==> src/hw/rtl/bnm_pkg.sv <==
`default_nettype none
// ----------------------------------------------------------------------------
// bnm_pkg
// Shared types and constants of the barcode nearest-match classifier.
// ----------------------------------------------------------------------------
package bnm_pkg;

	// Defaults of the top-level parameters.
	localparam int MAX_ENTRIES_DEF    = 16;
	localparam int MAX_CODE_CHARS_DEF = 8;

	// Fixed field widths.
	localparam int OP_W       = 1;
	localparam int SLOT_W     = 4;
	localparam int CHARS_W    = 64;
	localparam int TOL_W      = 4;
	localparam int COUNT_W    = 4;
	localparam int CODE_LEN_W = 4;
	localparam int ENTRY_CNT_W = 5;
	localparam int CFG_IDX_W  = 1;
	localparam int CFG_DATA_W = 5;

	localparam logic [CODE_LEN_W-1:0]  CODE_LEN_RESET  = 4'd6;
	localparam logic [ENTRY_CNT_W-1:0] ENTRY_CNT_RESET = 5'd0;

	typedef enum logic [OP_W-1:0] {
		OP_LOAD     = 1'b0,
		OP_CLASSIFY = 1'b1
	} op_t;

	typedef enum logic [CFG_IDX_W-1:0] {
		CFG_CODE_LENGTH = 1'b0,
		CFG_ENTRY_COUNT = 1'b1
	} cfg_idx_t;

	typedef enum logic [1:0] {
		ST_IDLE,
		ST_SCAN,
		ST_DRAIN,
		ST_EMIT
	} state_t;

endpackage : bnm_pkg
`default_nettype wire

==> src/hw/rtl/bnm_ram.sv <==
`default_nettype none
// ----------------------------------------------------------------------------
// bnm_ram
// Generic single-write, single-read RAM with a registered read port.
// ----------------------------------------------------------------------------
module bnm_ram #(
	parameter int WIDTH = 8,
	parameter int DEPTH = 16,
	localparam int AW   = (DEPTH > 1) ? $clog2(DEPTH) : 1
) (
	input  wire logic             clk,
	input  wire logic             we,
	input  wire logic [AW-1:0]    waddr,
	input  wire logic [WIDTH-1:0] wdata,
	input  wire logic             re,
	input  wire logic [AW-1:0]    raddr,
	output logic      [WIDTH-1:0] rdata
);

	logic [WIDTH-1:0] mem_q [DEPTH];
	logic [WIDTH-1:0] rdata_q;

	always_ff @(posedge clk) begin
		if (we) begin
			mem_q[waddr] <= wdata;
		end
		if (re) begin
			rdata_q <= mem_q[raddr];
		end
	end

	assign rdata = rdata_q;

endmodule : bnm_ram
`default_nettype wire

==> src/hw/rtl/barcode_nearest_match.sv <==
`default_nettype none
// ----------------------------------------------------------------------------
// barcode_nearest_match
// Assigns a read's index characters to the nearest sample barcode of a table.
//
// The block holds MAX_ENTRIES sample barcodes, each with its own mismatch
// tolerance, in one RAM with a registered read port. A load beat
// (op = 0) writes one entry and returns an all-zero result: it is
// accepted, then its result is placed. A classify beat (op = 1) compares
// the read against the entries in use, slots 0 upward, where the number
// in use is entry_count capped at MAX_ENTRIES. It reads one entry per
// cycle through the single RAM read port and counts byte mismatches over
// the first code_length characters (capped at MAX_CODE_CHARS). Its steps
// are accept, one read per entry, retiring the last read and placing the
// result; with no entry in use it goes from accept straight to placing
// the result. The read is assigned when exactly one entry reaches the
// smallest count and that count is within the entry's tolerance;
// otherwise assigned and sample are zero. best_mismatches reports the
// smallest count, or the capped code_length + 1 when no entry is in use.
// One beat is processed at a time, but a new beat is taken while the
// previous result still waits in the output register. Entries that were
// never loaded hold unknown data and must not be classified against.
// Configuration writes are only legal while the block is idle.
// ----------------------------------------------------------------------------
module barcode_nearest_match
	import bnm_pkg::*;
#(
	parameter int MAX_ENTRIES    = MAX_ENTRIES_DEF,
	parameter int MAX_CODE_CHARS = MAX_CODE_CHARS_DEF
) (
	input  wire logic                  clk,
	input  wire logic                  arst_n,

	input  wire logic                  cfg_we,
	input  wire logic [CFG_IDX_W-1:0]  cfg_index,
	input  wire logic [CFG_DATA_W-1:0] cfg_data,

	input  wire logic                  in_valid,
	output logic                       in_ready,
	input  wire logic [OP_W-1:0]       op,
	input  wire logic [SLOT_W-1:0]     slot,
	input  wire logic [CHARS_W-1:0]    sequence_chars,
	input  wire logic [TOL_W-1:0]      tolerance,

	output logic                       out_valid,
	input  wire logic                  out_ready,
	output logic                       assigned,
	output logic [SLOT_W-1:0]          sample,
	output logic [COUNT_W-1:0]         best_mismatches
);

	// Address width of the table, and a counter width that can hold the
	// number of entries itself.
	localparam int AW = (MAX_ENTRIES > 1) ? $clog2(MAX_ENTRIES) : 1;
	localparam int CW = $clog2(MAX_ENTRIES + 1);
	// Only the characters that can ever be compared are stored.
	localparam int DW = 8 * MAX_CODE_CHARS;
	localparam int RW = DW + TOL_W;

	// Configuration registers.
	logic [CODE_LEN_W-1:0]  cfg_code_length_q;
	logic [ENTRY_CNT_W-1:0] cfg_entry_count_q;

	always_ff @(posedge clk or negedge arst_n) begin
		if (!arst_n) begin
			cfg_code_length_q <= CODE_LEN_RESET;
			cfg_entry_count_q <= ENTRY_CNT_RESET;
		end else if (cfg_we) begin
			case (cfg_index)
				CFG_CODE_LENGTH: cfg_code_length_q <= cfg_data[CODE_LEN_W-1:0];
				CFG_ENTRY_COUNT: cfg_entry_count_q <= cfg_data;
				default: ;
			endcase
		end
	end

	// Saturated length and entry count.
	logic [CODE_LEN_W-1:0] len_sat;
	logic [CW-1:0]         used_sat;

	always_comb begin
		if (cfg_code_length_q > 4'(MAX_CODE_CHARS)) begin
			len_sat = 4'(MAX_CODE_CHARS);
		end else begin
			len_sat = cfg_code_length_q;
		end
		if (int'(cfg_entry_count_q) > MAX_ENTRIES) begin
			used_sat = CW'(MAX_ENTRIES);
		end else begin
			used_sat = CW'(cfg_entry_count_q);
		end
	end

	// Control state and the accepted beat.
	state_t         state_q, state_d;
	logic           op_q;
	logic [DW-1:0]  chars_q;
	logic [CW-1:0]  scan_cnt_q, scan_cnt_d;
	logic           in_fire;
	logic           out_fire;
	logic           out_free;
	logic           scan_last;
	logic           emit;

	// Running search result.
	logic [COUNT_W-1:0] best_q;
	logic [AW-1:0]      best_slot_q;
	logic [TOL_W-1:0]   best_tol_q;
	logic               found_q;
	logic               tie_q;

	// Table RAM interface.
	logic          ram_we;
	logic [AW-1:0] ram_waddr;
	logic [RW-1:0] ram_wdata;
	logic          ram_re;
	logic [RW-1:0] ram_rdata;
	logic          slot_in_range;
	logic [AW+SLOT_W-1:0] slot_ext;

	// Read pipeline stage: the entry whose data the RAM presents now.
	logic          rd_valid_s1;
	logic [AW-1:0] rd_idx_s1;

	// Output register.
	logic                out_valid_q;
	logic                assigned_q;
	logic [SLOT_W-1:0]   sample_q;
	logic [COUNT_W-1:0]  best_mis_q;

	assign in_ready  = (state_q == ST_IDLE);
	assign in_fire   = in_valid && in_ready;
	assign out_fire  = out_valid_q && out_ready;
	assign out_free  = !out_valid_q || out_ready;
	assign scan_last = ((scan_cnt_q + CW'(1)) == used_sat);
	assign emit      = (state_q == ST_EMIT) && out_free;

	// Loads write the RAM straight from the accepted beat. A scan starts no
	// earlier than the next cycle, so a read never overlaps a write to the
	// same entry and no forwarding is needed.
	assign slot_ext      = {{AW{1'b0}}, slot};
	assign slot_in_range = (int'(slot) < MAX_ENTRIES);
	assign ram_we        = in_fire && (op == OP_LOAD) && slot_in_range;
	assign ram_waddr     = slot_ext[AW-1:0];
	assign ram_wdata     = {tolerance, sequence_chars[DW-1:0]};
	assign ram_re        = (state_q == ST_SCAN);

	bnm_ram #(
		.WIDTH (RW),
		.DEPTH (MAX_ENTRIES)
	) u_table (
		.clk   (clk),
		.we    (ram_we),
		.waddr (ram_waddr),
		.wdata (ram_wdata),
		.re    (ram_re),
		.raddr (scan_cnt_q[AW-1:0]),
		.rdata (ram_rdata)
	);

	// Sequencer: idle, one read issued per entry, retire the last read,
	// then place the result in the output register.
	always_comb begin
		state_d    = state_q;
		scan_cnt_d = scan_cnt_q;
		case (state_q)
			ST_IDLE: begin
				if (in_fire) begin
					scan_cnt_d = '0;
					if ((op == OP_CLASSIFY) && (used_sat != '0)) begin
						state_d = ST_SCAN;
					end else begin
						state_d = ST_EMIT;
					end
				end
			end
			ST_SCAN: begin
				if (scan_last) begin
					state_d = ST_DRAIN;
				end else begin
					scan_cnt_d = scan_cnt_q + CW'(1);
				end
			end
			ST_DRAIN: begin
				state_d = ST_EMIT;
			end
			ST_EMIT: begin
				if (out_free) begin
					state_d = ST_IDLE;
				end
			end
			default: begin
				state_d = ST_IDLE;
			end
		endcase
	end

	always_ff @(posedge clk or negedge arst_n) begin
		if (!arst_n) begin
			state_q     <= ST_IDLE;
			scan_cnt_q  <= '0;
			rd_valid_s1 <= 1'b0;
		end else begin
			state_q     <= state_d;
			scan_cnt_q  <= scan_cnt_d;
			rd_valid_s1 <= ram_re;
		end
	end

	always_ff @(posedge clk) begin
		rd_idx_s1 <= scan_cnt_q[AW-1:0];
		if (in_fire) begin
			op_q    <= op;
			chars_q <= sequence_chars[DW-1:0];
		end
	end

	// Mismatch count of the entry presented by the RAM, over the active
	// characters only.
	logic [COUNT_W-1:0] mism_cnt;
	logic [DW-1:0]      rd_code;
	logic [TOL_W-1:0]   rd_tol;

	assign rd_code = ram_rdata[DW-1:0];
	assign rd_tol  = ram_rdata[DW +: TOL_W];

	always_comb begin
		mism_cnt = '0;
		for (int i = 0; i < MAX_CODE_CHARS; i++) begin
			if ((4'(i) < len_sat) && (chars_q[8*i +: 8] != rd_code[8*i +: 8])) begin
				mism_cnt = mism_cnt + COUNT_W'(1);
			end
		end
	end

	// Running minimum. A strictly smaller count takes over and clears the
	// tie; an equal count marks a tie on the current minimum.
	always_ff @(posedge clk or negedge arst_n) begin
		if (!arst_n) begin
			found_q <= 1'b0;
			tie_q   <= 1'b0;
		end else if (in_fire) begin
			found_q <= 1'b0;
			tie_q   <= 1'b0;
		end else if (rd_valid_s1) begin
			if (mism_cnt < best_q) begin
				found_q <= 1'b1;
				tie_q   <= 1'b0;
			end else if (mism_cnt == best_q) begin
				tie_q   <= 1'b1;
			end
		end
	end

	always_ff @(posedge clk) begin
		if (in_fire) begin
			best_q <= len_sat + COUNT_W'(1);
		end else if (rd_valid_s1 && (mism_cnt < best_q)) begin
			best_q      <= mism_cnt;
			best_slot_q <= rd_idx_s1;
			best_tol_q  <= rd_tol;
		end
	end

	// Final decision and the output register.
	logic                 win;
	logic [AW+SLOT_W-1:0] best_slot_ext;

	assign best_slot_ext = {{SLOT_W{1'b0}}, best_slot_q};
	assign win = found_q && !tie_q && (best_q <= best_tol_q);

	always_ff @(posedge clk or negedge arst_n) begin
		if (!arst_n) begin
			out_valid_q <= 1'b0;
		end else if (emit) begin
			out_valid_q <= 1'b1;
		end else if (out_fire) begin
			out_valid_q <= 1'b0;
		end
	end

	always_ff @(posedge clk) begin
		if (emit) begin
			if (op_q == OP_LOAD) begin
				assigned_q <= 1'b0;
				sample_q   <= '0;
				best_mis_q <= '0;
			end else begin
				assigned_q <= win;
				sample_q   <= win ? best_slot_ext[SLOT_W-1:0] : '0;
				best_mis_q <= best_q;
			end
		end
	end

	assign out_valid       = out_valid_q;
	assign assigned        = assigned_q;
	assign sample          = sample_q;
	assign best_mismatches = best_mis_q;

	// Read data is only consumed in the cycle after a read was issued.
	a_rd_follows_scan: assert property (@(posedge clk) disable iff (!arst_n)
		rd_valid_s1 |-> $past(state_q == ST_SCAN))
		else $error("read data retired without a preceding read");

	// The last read is still in flight while the sequencer retires it.
	a_drain_has_data: assert property (@(posedge clk) disable iff (!arst_n)
		(state_q == ST_DRAIN) |-> rd_valid_s1)
		else $error("drain cycle without read data");

	// An unassigned result reports sample zero.
	a_unassigned_sample: assert property (@(posedge clk) disable iff (!arst_n)
		(out_valid && !assigned) |-> (sample == '0))
		else $error("unassigned result carries a sample");

	// An assigned read has a count within the compared length.
	a_assigned_count: assert property (@(posedge clk) disable iff (!arst_n)
		(out_valid && assigned) |-> (best_mismatches <= len_sat))
		else $error("assigned result with count beyond the code length");

endmodule : barcode_nearest_match
`default_nettype wire
==> config.mk <==
export PLATFORM = sky130hd
export DESIGN_NAME = barcode_nearest_match
export DESIGN_NICKNAME = d
export VERILOG_FILES = /design/src/hw/rtl/bnm_pkg.sv /design/src/hw/rtl/bnm_ram.sv /design/src/hw/rtl/barcode_nearest_match.sv
export SDC_FILE = /design/constraint.sdc
export NUM_CORES = 1
export LEC_CHECK = 0
export ABC_CLOCK_PERIOD_IN_PS = 8500
export BUFFER_PORTS_ARGS = -buffer_cell sky130_fd_sc_hd__buf_2
export CORE_MARGIN = 10
export CORE_UTILIZATION = 59
export DETAILED_ROUTE_END_ITERATION = 12
export PLACE_DENSITY = 0.74
export RECOVER_POWER = 100
export SETUP_SLACK_MARGIN = 0.15
export SYNTH_ARGS = -nofsm -noshare
export SYNTH_HDL_FRONTEND = slang
export SYNTH_SLANG_ARGS = --single-unit
==> constraint.sdc <==
create_clock -name clk -period 8.5 [get_ports clk]
set_input_delay 2.55 -clock clk [delete_from_list [all_inputs] [get_ports clk]]
set_output_delay 2.55 -clock clk [all_outputs]
set_load 0.005 [all_outputs]
==> qor.yml <==
yosys:
  yosysWarningCount: 0
  synth_edf_count: 1242
  synth_cell_types: 60
  synth_area_per_cell_um2: 19.4
  synthesis.area_um2: 48900
  synth_top_area_share: 0.762
  netlist_instances: 2525
  synth_seq_cells: 1266
  ys.flop_type: "edfxtp_1"
  yosysTopAreaCell: "edfxtp_1"
  synth_nets: 2632
  seq_area_frac_synth: 0.774
  synthArstFlopShare: 0.0158
  synth.area.top_cells: "edfxtp_1 (76%), mux4_2 (6.3%), mux2i_1 (4.2%)"
global_routing:
  grt_max_degree: 121
  grt_pass1_vias: 25358
  grt_antenna_before_repair: 8
  grt_overflow: 0
  grt_usage: 0.228
  grt_pass1_wl_mm: 162
critical_path:
  startpoint_type: "input port"
  worstSetupEndpointType: "flop"
  critPathKind: "input port to flop"
  critPathSlowestCell: "nor2_1"
  crit_chain: "clkbuf_1 > nand2_1 > nor2_1 > nand3b_1 > nor2_1 > clkbuf_1"
  cp_max_fo: 24
  critPathMaxStageDelay_ps: 2710
  critPathRequiredTime_ps: 8750
  arrival_ps: 7650
cells_and_area:
  nets: 2775
  layout-drive-gt1-share: 0.158
  final_common_cell: "edfxtp_1"
  layout_common_cells: "edfxtp_1 (1242), mux2i_1 (206), o21ai_0 (146)"
  stdcell_area_um2: 54300
  area_delta_synth_final_pct: 11.0
floorplan:
  ioPinCount: 95
  dieArea_um2: 94900
  fp.dieH_um: 308
  die_w_um: 308
  initial_utilization: 0.596
  placementRows: 105
  core_region_area_um2: 82100
placement:
  dpl_cell_area_um2: 50900
  hpwl_mm: 56.2
  io_buffers: 94
  routabilityCongestion: 0.822
  pre_cts_ws_ps: 2200
timing:
  final.period_utilization: 0.870
  tightest_slew_ps: 4360
  fin_crit_ps: 7390
  finClkSkew_ps: 25.6
  slew_headroom: -1.91
  fmax_ghz: 0.135
  finalSetupViolCount: 0
  fin_ws_ps: 1110
  rsz0062_at_grt: "false"
  hold_viol_final: 0
  drv_slew: 1473
  whs_ps: 404
  finalSetupTns_ps: 0
detailed_routing:
  ant_nets: 0
  dr.first_iter.drc_count: 2641
  drt-met1-wl_mm: 43.7
  wl_met2_mm: 54.8
  vias_per_cell: 6.42
  num_vias: 24643
  drcViolationCount: 0
  wl_met3_mm: 7.20
  top_layer_used: "met5"
  drt-total-wl_mm: 108
  wire_per_inst_um: 28.2
  drt_first_pass_iters: 6
clock_tree:
  clkLatencyLatePin_ps: 690
  ctsHoldBuffers: 0
  htreeDepth: 3
  cts_buffers: 121
  clk_pin_slew_ps: 60
  cts_root_buf: "clkbuf_16"
  cts_tree: "built"
  cts_buffer_depth: 3
  post_cts_buffers: 0
  cts_sinks: 1266
  cts_resized: 0
hold_path:
  min_path_type: "flop to flop"
power_and_ir_drop:
  static-leakage-power_nw: 17.1
  power_frac_clock: 0.337
  vdd_drop_max_mv: 0.197
  combPwrFrac: 0.173
  p_sw_w: 0.00397
  p_seq_frac: 0.490
  power_density_nw_per_um2: 284
  swShare: 0.257
  power.internal_w: 0.0115
run:
  drv_cap: 40
run_status:
  violations: "capacitance limit, slew limit"
  status: "finished with violations"
-- metal layers --
layer / global-route usage / up-vias
met2: 0.382 / 984
met5: 0 / -
met3: 0.0337 / 185
met1: 0.311 / 12906
li1: - / 10566
met4: 0.0710 / 2
-- registers in the layout (all words and copies together), names as in the netlist, 2 cells and up --
name,cells
cfg_entry_count_q,5
chars_q,64
state_q,2
best_slot_q,4
best_mismatches,4
sample,4
cfg_code_length_q,4
u_table.mem_q,1088
best_tol_q,4
rd_idx_s1,4
scan_cnt_q,5
best_q,4
u_table.rdata,68
-- power by group through the flow --
stage | Combinational, W | Sequential, W | Clock, W
after global placement | 0.00259 | 0.00766 | 0
after global routing | 0.00292 | 0.00761 | 0.00552
after floorplan | 0.00198 | 0.00759 | 0
after CTS | 0.00271 | 0.00755 | 0.00528
after detailed placement | 0.00269 | 0.00768 | 0
final | 0.00267 | 0.00757 | 0.00521
-- layout make-up --
| class | instances | area (um^2) |
|---|---|---|
| Sequential cell | 1266 | 37900 |
| Fill cell | 5267 | 27800 |
| Multi-Input combinational cell | 1119 | 10600 |
| Clock buffer | 148 | 3150 |
| Tap cell | 1070 | 1340 |
| Clock inverter | 71 | 667 |
| Timing Repair Buffer | 136 | 637 |
| Inverter | 24 | 91.3 |
| Antenna cell | 7 | 17.5 |
-- Yosys cell counts, types with 2 or more instances --
master,number
nor2_1,30
a21o_1,2
buf_1,34
clkbuf_1,78
dfxtp_1,4
a21oi_2,2
a22oi_1,69
nor4_1,8
dfstp_2,2
buf_2,3
xor2_1,44
xnor2_1,37
a2111oi_0,2
edfxtp_1,1242
ha_1,23
and2_1,11
a211o_1,3
nor3_1,8
mux2_2,80
dfrtp_1,18
nor2b_1,5
nand2_2,2
nand3_1,3
nand3b_1,3
nand2b_1,10
a221oi_1,68
a21o_2,2
o31ai_1,3
inv_1,23
mux4_2,136
mux2i_1,206
o21ai_0,146
a22o_1,2
and2_4,2
a211oi_1,5
a21oi_1,82
nand4_1,8
a31oi_1,4
nand2_1,94
-- cells by family after synthesis --
family | after synthesis | share of synthesized area
AO/OA/AOI/OAI | 399 | 0.0516
XOR/XNOR | 84 | 0.0158
multiplexers | 422 | 0.123
flip-flops | 1266 | 0.774
buffers and inverters | 140 | 0.0110
AND/OR/NAND/NOR | 191 | 0.0186
adder cells (fa/ha/maj) | 23 | 0.00588
-- per-stage QoR --
step | std cells | total power, W | util
after floorplan | 2525 | 0.00957 | -
after global placement | 3615 | 0.0103 | 0.620
after detailed placement | 3615 | 0.0104 | 0.620
after CTS | 3834 | 0.0155 | 0.666
after global routing | 3838 | 0.0160 | 0.662
final | 3841 | 0.0155 | 0.662
-- path summary, 6_finish.rpt --
path,start,endpoint,slack (ps),cells after the start
max,in_valid,u_table.mem_q[10][41],1110,6
min,rd_idx_s1[1],best_slot_q[1],400,0
max reg2reg,scan_cnt_q[1],u_table.rdata[64],1370,5
min reg2reg,rd_idx_s1[1],best_slot_q[1],400,0
max in group asynchronous,arst_n,cfg_entry_count_q[2],5660,1
min in group asynchronous,arst_n,rd_valid_s1,2110,1
-- worst max-delay path: cells and delay by family --
kind | cells | cell delay, ps
simple gates | 4 | 3420
buf+inv | 2 | 1640
Power figures use the tool's default switching activity.
